<file path="src/rtl/core/twst_pkg.sv">
// Shared constants, types and helpers of the time window sum threshold block.
`default_nettype none
package twst_pkg;

    localparam int DEPTH     = 64;
    localparam int PTR_W     = $clog2(DEPTH);
    localparam int OCC_W     = $clog2(DEPTH + 1);
    localparam int DAY_W     = 16;
    localparam int CLK_W     = 16;
    localparam int ENT_W     = DAY_W + CLK_W;
    localparam int SUM_W     = 22;
    localparam int ACC_RAW_W = CLK_W + $clog2(DEPTH + 1);
    localparam int ACC_W     = (ACC_RAW_W > SUM_W) ? ACC_RAW_W : SUM_W + 1;
    localparam int CFG_IDX_W = 2;

    localparam logic [SUM_W-1:0] SUM_MAX = {SUM_W{1'b1}};

    localparam logic [CFG_IDX_W-1:0] REG_MIN_CLICKS  = 2'd0;
    localparam logic [CFG_IDX_W-1:0] REG_WINDOW_DAYS = 2'd1;

    typedef struct packed {
        logic load;
        logic evict;
        logic insert;
    } t_cmd;

    typedef struct packed {
        logic evict_ok;
        logic out_free;
    } t_status;

    function automatic logic [PTR_W-1:0] next_slot(input logic [PTR_W-1:0] p);
        logic [PTR_W-1:0] q;
        q = (p == PTR_W'(DEPTH - 1)) ? '0 : p + 1'b1;
        return q;
    endfunction

endpackage
`default_nettype wire

</file>
<file path="src/rtl/core/time_window_sum_threshold.sv">
// Top level of the sliding time window sum threshold block.
//
// Input stream (s_axis): one item per record of the current key. tdata holds
// day in [15:0] and clicks in [31:16]; tuser[0] is first_of_key, which clears
// the window, the sum and the found flag before the record is taken.
// Output stream (m_axis): one item per input item, in order. tdata holds the
// window sum in [21:0] (saturating); tuser is {overflow, key_found, meets}.
// Config channel: i_cfg_index 0 writes min_clicks, 1 writes window_days
// (0 acts as 1); other indexes are ignored. Always ready; write only when idle.
// Timing: s_axis_tready is high only while the sequencer is idle. An item is
// loaded, then entries are evicted from the window one at a time, each eviction
// being one read of the entry memory at the head pointer, then it is inserted;
// the next item is taken only after that insert. The result appears in the
// output register the cycle after the insert.
// Reset (synchronous, active low) empties the window and the output register
// and loads min_clicks = 1, window_days = 1; the memory is not cleared.
// Stall: a result waiting in the output register does not stop the next item
// from being taken and its evictions from running; its insert waits there.
`default_nettype none
module time_window_sum_threshold (
    input  wire         i_clk,
    input  wire         i_rst_n,
    input  wire         s_axis_tvalid,
    output logic        s_axis_tready,
    input  wire  [31:0] s_axis_tdata,   // [15:0] day, [31:16] clicks
    input  wire  [0:0]  s_axis_tuser,   // [0] first_of_key
    output logic        m_axis_tvalid,
    input  wire         m_axis_tready,
    output logic [23:0] m_axis_tdata,   // [21:0] window_sum, [23:22] zero
    output logic [2:0]  m_axis_tuser,   // [0] meets_threshold, [1] key_found, [2] overflow
    input  wire         i_cfg_valid,
    output logic        o_cfg_ready,
    input  wire  [twst_pkg::CFG_IDX_W-1:0] i_cfg_index,
    input  wire  [twst_pkg::SUM_W-1:0]     i_cfg_data
);

    twst_pkg::t_cmd    cmd;
    twst_pkg::t_status status;

    logic [twst_pkg::SUM_W-1:0] r_min_clicks;
    logic [twst_pkg::DAY_W-1:0] r_window_days;
    logic [twst_pkg::SUM_W-1:0] out_sum;
    logic                       out_meets, out_found, out_over;

    assign o_cfg_ready = 1'b1;

    always_ff @(posedge i_clk) begin
        if (!i_rst_n) begin
            r_min_clicks  <= twst_pkg::SUM_W'(1);
            r_window_days <= twst_pkg::DAY_W'(1);
        end else if (i_cfg_valid) begin
            case (i_cfg_index)
                twst_pkg::REG_MIN_CLICKS:  r_min_clicks  <= i_cfg_data;
                twst_pkg::REG_WINDOW_DAYS: r_window_days <= i_cfg_data[twst_pkg::DAY_W-1:0];
                default: ;
            endcase
        end
    end

    twst_ctrl u_ctrl (
        .i_clk      (i_clk),
        .i_rst_n    (i_rst_n),
        .i_in_valid (s_axis_tvalid),
        .o_in_ready (s_axis_tready),
        .i_status   (status),
        .o_cmd      (cmd)
    );

    twst_dp u_dp (
        .i_clk         (i_clk),
        .i_rst_n       (i_rst_n),
        .i_cmd         (cmd),
        .o_status      (status),
        .i_day         (s_axis_tdata[15:0]),
        .i_clicks      (s_axis_tdata[31:16]),
        .i_first       (s_axis_tuser[0]),
        .i_min_clicks  (r_min_clicks),
        .i_window_days (r_window_days),
        .i_out_ready   (m_axis_tready),
        .o_out_valid   (m_axis_tvalid),
        .o_window_sum  (out_sum),
        .o_meets       (out_meets),
        .o_found       (out_found),
        .o_over        (out_over)
    );

    assign m_axis_tdata = {2'b00, out_sum};
    assign m_axis_tuser = {out_over, out_found, out_meets};

endmodule
`default_nettype wire

</file>
<file path="src/rtl/core/twst_ctrl.sv">
// Sequencer: takes an item, runs evictions, then issues the insert.
`default_nettype none
module twst_ctrl (
    input  wire              i_clk,
    input  wire              i_rst_n,
    input  wire              i_in_valid,
    output logic             o_in_ready,
    input  twst_pkg::t_status i_status,
    output twst_pkg::t_cmd   o_cmd
);

    typedef enum logic [1:0] {
        S_IDLE = 2'b01,
        S_WORK = 2'b10
    } t_state;

    t_state r_state, n_state;

    always_comb begin
        n_state    = r_state;
        o_in_ready = 1'b0;
        o_cmd      = '0;
        case (r_state)
            S_IDLE: begin
                o_in_ready = 1'b1;
                if (i_in_valid) begin
                    o_cmd.load = 1'b1;
                    n_state    = S_WORK;
                end
            end
            S_WORK: begin
                if (i_status.evict_ok) begin
                    o_cmd.evict = 1'b1;
                end else if (i_status.out_free) begin
                    o_cmd.insert = 1'b1;
                    n_state      = S_IDLE;
                end
            end
            default: n_state = S_IDLE;
        endcase
    end

    always_ff @(posedge i_clk) begin
        if (!i_rst_n) begin
            r_state <= S_IDLE;
        end else begin
            r_state <= n_state;
        end
    end

endmodule
`default_nettype wire

</file>
<file path="src/rtl/core/twst_dp.sv">
// Datapath: entry FIFO memory, pointers, running sum and result register.
`default_nettype none
module twst_dp (
    input  wire                              i_clk,
    input  wire                              i_rst_n,
    input  twst_pkg::t_cmd                   i_cmd,
    output twst_pkg::t_status                o_status,
    input  wire [twst_pkg::DAY_W-1:0]        i_day,
    input  wire [twst_pkg::CLK_W-1:0]        i_clicks,
    input  wire                              i_first,
    input  wire [twst_pkg::SUM_W-1:0]        i_min_clicks,
    input  wire [twst_pkg::DAY_W-1:0]        i_window_days,
    input  wire                              i_out_ready,
    output logic                             o_out_valid,
    output logic [twst_pkg::SUM_W-1:0]       o_window_sum,
    output logic                             o_meets,
    output logic                             o_found,
    output logic                             o_over
);

    logic [twst_pkg::ENT_W-1:0] mem [twst_pkg::DEPTH];

    logic [twst_pkg::PTR_W-1:0] r_head, n_head, r_tail, n_tail;
    logic [twst_pkg::OCC_W-1:0] r_occ, n_occ;
    logic [twst_pkg::ACC_W-1:0] r_sum, n_sum;
    logic                       r_found, n_found;
    logic                       r_out_valid;
    logic [twst_pkg::DAY_W-1:0] r_day;
    logic [twst_pkg::CLK_W-1:0] r_clicks;
    logic [twst_pkg::ENT_W-1:0] r_rd;
    logic [twst_pkg::SUM_W-1:0] r_out_sum;
    logic                       r_out_meets, r_out_found, r_out_over;

    logic [twst_pkg::DAY_W-1:0] old_day, span, gap;
    logic [twst_pkg::CLK_W-1:0] old_cnt;
    logic                       full, meets;
    logic [twst_pkg::ACC_W-1:0] ins_sum;

    // head entry from the registered read: day low, count high
    assign old_day = r_rd[twst_pkg::DAY_W-1:0];
    assign old_cnt = r_rd[twst_pkg::ENT_W-1:twst_pkg::DAY_W];
    assign span    = (i_window_days == '0) ? twst_pkg::DAY_W'(1) : i_window_days;
    assign gap     = r_day - old_day;
    assign full    = (r_occ == twst_pkg::OCC_W'(twst_pkg::DEPTH));

    assign o_status.evict_ok = (r_occ != '0) && (r_day >= old_day) && (gap >= span);
    assign o_status.out_free = !r_out_valid || i_out_ready;

    assign ins_sum = r_sum - (full ? twst_pkg::ACC_W'(old_cnt) : '0)
                   + twst_pkg::ACC_W'(r_clicks);
    assign meets   = ins_sum >= twst_pkg::ACC_W'(i_min_clicks);

    always_comb begin
        n_head  = r_head;
        n_tail  = r_tail;
        n_occ   = r_occ;
        n_sum   = r_sum;
        n_found = r_found;
        if (i_cmd.load && i_first) begin
            n_head  = '0;
            n_tail  = '0;
            n_occ   = '0;
            n_sum   = '0;
            n_found = 1'b0;
        end else if (i_cmd.evict) begin
            n_head = twst_pkg::next_slot(r_head);
            n_occ  = r_occ - 1'b1;
            n_sum  = r_sum - twst_pkg::ACC_W'(old_cnt);
        end else if (i_cmd.insert) begin
            // a full FIFO drops its oldest entry, so occupancy stays put
            n_head  = full ? twst_pkg::next_slot(r_head) : r_head;
            n_occ   = full ? r_occ : r_occ + 1'b1;
            n_tail  = twst_pkg::next_slot(r_tail);
            n_sum   = ins_sum;
            n_found = r_found | meets;
        end
    end

    always_ff @(posedge i_clk) begin
        if (!i_rst_n) begin
            r_head      <= '0;
            r_tail      <= '0;
            r_occ       <= '0;
            r_sum       <= '0;
            r_found     <= 1'b0;
            r_out_valid <= 1'b0;
        end else begin
            r_head  <= n_head;
            r_tail  <= n_tail;
            r_occ   <= n_occ;
            r_sum   <= n_sum;
            r_found <= n_found;
            if (i_cmd.insert) begin
                r_out_valid <= 1'b1;
            end else if (i_out_ready) begin
                r_out_valid <= 1'b0;
            end
        end
    end

    // item latch and result register
    always_ff @(posedge i_clk) begin
        if (i_cmd.load) begin
            r_day    <= i_day;
            r_clicks <= i_clicks;
        end
        if (i_cmd.insert) begin
            r_out_sum   <= (ins_sum > twst_pkg::ACC_W'(twst_pkg::SUM_MAX))
                         ? twst_pkg::SUM_MAX : ins_sum[twst_pkg::SUM_W-1:0];
            r_out_meets <= meets;
            r_out_found <= r_found | meets;
            r_out_over  <= full;
        end
    end

    // entry memory: write at tail, registered read at the next head
    always_ff @(posedge i_clk) begin
        if (i_cmd.insert) begin
            mem[r_tail] <= {r_clicks, r_day};
        end
        if (i_cmd.insert && (r_tail == n_head)) begin
            r_rd <= {r_clicks, r_day};
        end else begin
            r_rd <= mem[n_head];
        end
    end

    assign o_out_valid  = r_out_valid;
    assign o_window_sum = r_out_sum;
    assign o_meets      = r_out_meets;
    assign o_found      = r_out_found;
    assign o_over       = r_out_over;

endmodule
`default_nettype wire

</file>
<file path="config.mk">
export PLATFORM = sky130hd
export DESIGN_NAME = time_window_sum_threshold
export DESIGN_NICKNAME = d
export VERILOG_FILES = /design/src/rtl/core/twst_pkg.sv /design/src/rtl/core/time_window_sum_threshold.sv /design/src/rtl/core/twst_ctrl.sv /design/src/rtl/core/twst_dp.sv
export SDC_FILE = /design/constraint.sdc
export NUM_CORES = 2
export LEC_CHECK = 0
export BUFFER_PORTS_ARGS = -buffer_cell sky130_fd_sc_hd__clkbuf_2
export CORE_MARGIN = 4
export CORE_UTILIZATION = 46
export CTS_CLUSTER_SIZE = 16
export DETAILED_ROUTE_END_ITERATION = 12
export HOLD_SLACK_MARGIN = 0.08
export MAX_ROUTING_LAYER = met4
export PLACE_DENSITY = 0.58
export SETUP_SLACK_MARGIN = 0.4
export SLEW_MARGIN = 15
export SYNTH_ARGS = -nofsm -noshare
export SYNTH_HDL_FRONTEND = slang
export SYNTH_SLANG_ARGS = --single-unit
</file>
<file path="constraint.sdc">
create_clock -name i_clk -period 9.3 [get_ports i_clk]
set_input_delay 1.86 -clock i_clk [delete_from_list [all_inputs] [get_ports i_clk]]
set_output_delay 1.86 -clock i_clk [all_outputs]
set_load 0.03 [all_outputs]
</file>
Word level (Yosys, flattened, before mapping):

Memories as Yosys holds them, arrays and structs flattened. A register that Yosys moved wholly into a read port is not among the register bits.
Index checks and enable logic that the tools add are counted.

* $add $sub $neg: 8
* order comparisons: 4
* equality and inequality tests: 10
* multiplexer cells: 28
* bitwise operators: 3
* reductions and logical operators: 16

Operators with widths (count)
* $mux 23: 2
* $mux 6: 6
* $ge 16x16->1: 2
* $mux 16: 2
* $add 23x16->23: 1
* $ge 23x22->1: 1
* $gt 23x22->1 const B: 1
* $sub 23x16->23: 1
* $sub 23x23->23: 1
* $mux 7: 3
* $logic_not 16->1: 1
* $sub 16x16->16: 1
* $add 6x1->6 const B: 2
* $eq 6x6->1 const B: 2
* $mux 1: 10
* $mux 2: 4
* $ne 2x2->1 const B: 4
* $reduce_and 2->1: 4
* $add 7x1->7 const B: 1
* $eq 7x7->1 const B: 1
* $reduce_bool 7->1: 1
* $sub 7x1->7 const B: 1
* $eq 2x1->1 const B: 2
* $pmux 2 s2: 1
* 10 further kinds: 14

* bits in registers: 141
* bits in writable memories: 2048
* word-level logic and storage cells: 85
* memories: 1

Memories
* u_dp.mem: depth 64, bits a word 32, read ports 1, clocked after memory_dff 1, wr ports 1, RTL line twst_dp.sv:21 `logic [twst_pkg::ENT_W-1:0] mem [twst_pkg::DEPTH];`

Longest topological paths before layout:

* depth in word-level cells: 9
* gate-level depth with buffers: 35
* gate-level depth less buffers: 30

Hierarchy:

Synthesis repeated with hierarchy kept, for this count alone.

* cell total of the unflattened synthesis: 4143
* area total of the unflattened synthesis: 87930.6 um^2

By module, submodules not included
* twst_dp: times used 1, cells an instance 3975, area each 86295.3 um^2, seq. area each 64211.6 um^2
* time_window_sum_threshold: times used 1, cells an instance 157, area each 1539.0 um^2, seq. area each 760.7 um^2
* twst_ctrl: times used 1, cells an instance 11, area each 96.3 um^2, seq. area each 40.0 um^2

Least setup slack after synthesis:

OpenSTA, ideal clock, no wires.

* path type: register -> register
* from: register (tool-made name)
* to: memory u_dp.mem[40][0] in the netlist's numbering, enable pin
* setup time: 0.421 ns
* data arrival time: 7.966 ns
* required time: 8.879 ns
* slack: 0.914 ns
* stages on the path, launching flop included: 26
* path buffers: 4
* path through: dfxtp_1 clkbuf_1 buf_2 buf_1 mux4_2 mux4_2 mux4_2 inv_1 ha_1 nor2b_1 o211ai_1 a21boi_0 o21ai_0 a21oi_1 o41ai_1 or4b_2 o311ai_0 ha_1 nand4_1 a21oi_1 o31a_1 o21ai_4 nand2_4 or4_1 buf_4 nor2_1

RTL lines (RTL line)
* end: declaration: twst_dp.sv:21

==> flow_summary.toml <==
[detailed_routing]
via_per_inst = 6.07
drtAntennaViolNets = 0
drt_iter0_markers = 5164
num_vias = 43700
remaining_drc_errors = 0
first_pass_iters = 6
routed_wirelength_um = 239000
wire_per_inst_um = 33.2

[setup_path]
worstSetupEndpointType = "flip-flop"
critical_path_class = "reg2reg"
arrival_ns = 8.95
critPathMaxStageDelay_ns = 0.89
cp_num_buf_inv = 4
cp_top_family = "compound AO/OA/AOI/OAI gates"
path_cells = "buf_12, buf_12, mux4_2, mux4_2, mux4_2, inv_1, ha_1, nor2b_1, o211ai_1, a21boi_0, o21ai_0, a21oi_1, o41ai_1, or4b_2, o311ai_0, ha_1, nand4_1, a21oi_1, o31a_1, o21ai_4, nand2_4, or4_1, nor2_4, buf_4"
cp_slowest_cell = "or4_1"
cpMostUsedCell = "mux4_2"
required_ns = 9.78
start_kind = "flip-flop"
crit_path_max_fanout = 53

[global_routing]
grt_pass1_wl_um = 338000
grtUsageMet2_pct = 39.8
grt_max_degree = 82
grt_overflow = 0
grtUsageTotal_pct = 25.0
grt.busiest_layer = "met2"
use_met3_pct = 3.60
use_met1_pct = 34.3
grt_pass1_vias = 43800
antenna_found_initial = 14

[power]
p_comb_share_pct = 3.2
peakVddDrop_uv = 186
switching_share_pct = 21.2
clockPowerShare_pct = 43.0
power.density_nw_per_um2 = 201
p_sw_mw = 4.30
seqPwrFrac_pct = 53.9
power.leakage_nw = 31.1
intPower_mw = 15.9

[timing]
finalSetupViolCount = 0
fin_skew_ns = 0.0411
fin_crit_sh_pct = 91.1
fin_crit_ns = 8.47
finalHoldViolCount = 0
setup_ws_ns = 0.827
max_freq_ghz = 0.118
worst_pin_slew_ns = 1.07
max-slew-margin-rel_pct = 28.6
fin_tns_setup_ns = 0
slew_viol_final = 0
grt_setup_unrepaired = "yes"

[die]
die-area_um2 = 198000
chipHeight_um = 445
rows = 160
ios = 92
fp.dieW_um = 445
start_util_pct = 46.3
coreArea_um2 = 190000

[clock_tree]
postCtsHoldBufs = 0
cts-root-buf = "clkbuf_16"
clock-sinks = 2195
clkLatencyLatePin_ns = 0.86
tritoncts = "done"
cts_buffer_depth = 3
path_clk_slew_ns = 0.06
cts_made_buffers = 220
cts_htree_levels = 4

[logic_synthesis]
ys_seq_area_share_pct = 74.0
synth_edf_count = 2105
synth_top_area_share_pct = 71.9
syn_area_um2 = 87900
avgSynthCellArea_um2 = 21.2
synth_flop_cell = "edfxtp_1"
synthCells = 4149
yosysUniqueCellTypes = 88
synthArstFlopShare_pct = 0
synth_top_area_cell = "edfxtp_1"
ys_ff_latch = 2195
yosys_warnings = 0
yosys-top-cells-area = "edfxtp_1, mux4_2, dfxtp_1"

[place]
place_congestion = 0.888
place_inst = 6785
dp_hpwl_um = 145000
io_buffers = 88
pre_cts_ws_ns = 0.743
post_dp_cell_area_um2 = 93300

[min_path]
holdCritPathClass = "reg2reg"

[final_layout]
fin_cells = 7198
final_layout_size_suffix_gt1_share_pct = 29.7
design_area_um2 = 100000
layout.nets = 4685
area_delta_synth_final_pct = 14.3

[status]
status = "finished clean"

[run]
cap_viol_max_count = 0
-- placed cells by master, fill, tap and decap left out, types with 16 or more instances in the layout --
cell,Yosys,layout
fa_1,19,19
clkinv_1,0,41
mux4_2,663,663
a31oi_1,16,16
buf_4,8,191
inv_1,167,166
mux2i_1,19,19
bufinv_16,0,18
nor2_4,1,64
nor2_1,136,85
nand3_1,23,23
a21o_1,23,23
buf_12,0,39
edfxtp_1,2105,2105
o21ai_0,38,38
dfxtp_1,90,84
clkbuf_1,106,59
clkbuf_2,0,88
clkbuf_16,0,220
a21oi_1,83,83
nand2_1,137,136
xnor2_1,34,33
a21boi_0,44,44
nor3_1,16,16
a211oi_1,21,21
ha_1,105,105
clkinv_2,0,34
-- worst paths after layout --
| kind | endpoint | slack [ns] | depth (start not counted) | start |
|---|---|---|---|---|
| max reg2reg | u_dp.mem[0][18]$_DFFE_PP_ | 0.83 | 24 | flip-flop |
| min reg2reg | r_min_clicks[18]$_SDFFE_PN0P_ | 0.46 | 2 | r_min_clicks[18]$_SDFFE_PN0P_ |
| min | r_min_clicks[18]$_SDFFE_PN0P_ | 0.46 | 2 | r_min_clicks[18]$_SDFFE_PN0P_ |
| max | u_dp.mem[0][18]$_DFFE_PP_ | 0.83 | 24 | flip-flop |
-- synthesized netlist by cell type (8+ instances only) --
| library cell | number |
|---|---|
| inv_1 | 167 |
| nor2_2 | 12 |
| xor2_1 | 13 |
| nand2b_1 | 12 |
| a21oi_1 | 83 |
| nand4_1 | 12 |
| nor2_1 | 136 |
| mux4_2 | 663 |
| ha_1 | 105 |
| clkbuf_1 | 106 |
| buf_4 | 8 |
| nand2_1 | 137 |
| and2_1 | 11 |
| a21boi_0 | 44 |
| o21ai_0 | 38 |
| o21a_1 | 11 |
| xnor2_1 | 34 |
| mux2_2 | 10 |
| buf_1 | 35 |
| a21o_1 | 23 |
| nor2b_1 | 12 |
| a211oi_1 | 21 |
| dfxtp_1 | 90 |
| nand3_1 | 23 |
| or3_1 | 8 |
| buf_2 | 42 |
| nor3_1 | 16 |
| fa_1 | 19 |
| mux2i_1 | 19 |
| edfxtp_1 | 2105 |
| nor4_1 | 9 |
| a31oi_1 | 16 |
-- sequential cells by signal, indices dropped and copies added, names as in the netlist, 2 cells and up, named ones only --
| signal | flops |
|---|---|
| u_dp.r_tail | 6 |
| r_min_clicks | 22 |
| u_dp.r_clicks | 16 |
| r_window_days | 16 |
| u_dp.r_day | 16 |
| u_dp.o_window_sum | 22 |
| u_dp.r_occ | 7 |
| u_ctrl.r_state | 2 |
| u_dp.r_head | 6 |
| u_dp.r_sum | 23 |
| u_dp.mem | 2048 |
-- what timing repair did --
item                                    4_1_cts  5_1_grt
hold endpoints to repair                      0        0
endpoints found under the setup margin        0       50
gates resized for setup                       0        3
buffers inserted                              0        3
-- power groups by stage --
stage,clock network [mW],registers (mW),logic [mW]
floorplan,0,11.2,0.280
global placement,0,11.1,0.630
detailed placement,0,11.1,0.642
CTS,8.86,10.9,0.644
global route,9.29,10.9,0.700
finish,8.69,10.9,0.643
-- metrics by stage --
step	hold slack (ns)	total power, mW	utilization, %
3_5_place_dp	0.459	11.7	49.1
4_1_cts	0.467	20.4	52.8
2_1_floorplan	0.443	11.5	-
6_report	0.464	20.2	52.9
3_3_place_gp	0.455	11.7	49.1
5_1_grt	0.489	20.9	52.9
-- metal layers --
metal	share of wire, %	vias to the layer above
met5	0	-
met4	2.7	0
met3	6.3	364
met2	49	1680
met1	42	23800
li1	-	17900
-- layout make-up --
| type | instances | area (um^2) |
|---|---|---|
| timing repair buffer | 320 | 2680 |
| clock inverter | 124 | 1350 |
| inverter | 169 | 639 |
| tap | 2511 | 3140 |
| antenna | 7 | 17.5 |
| sequential | 2195 | 65000 |
| fill | 14600 | 89500 |
| multi-input combinational | 1593 | 21900 |
| clock buffer | 279 | 5730 |
-- worst min-delay path, cell delays in order, from the launching register on --
cell and delay [ns]:
dfxtp_1 0.31, nand2_1 0.05, a21boi_0 0.06
-- logic make-up (layout without fill, tap and decap cells) --
group	Yosys count	in the layout	synth area share [%]
DFF	2195	2195	74.0
muxes	692	692	17.3
and+or+nand+nor	422	422	2.25
buffers and inverters	362	892	1.66
AOI/OAI and AO/OA	305	305	2.37
adders and majority gates	124	124	1.93
xor gates and xnor gates	47	47	0.468
other	2	10	0.00855
Power figures use the tool's default switching activity.
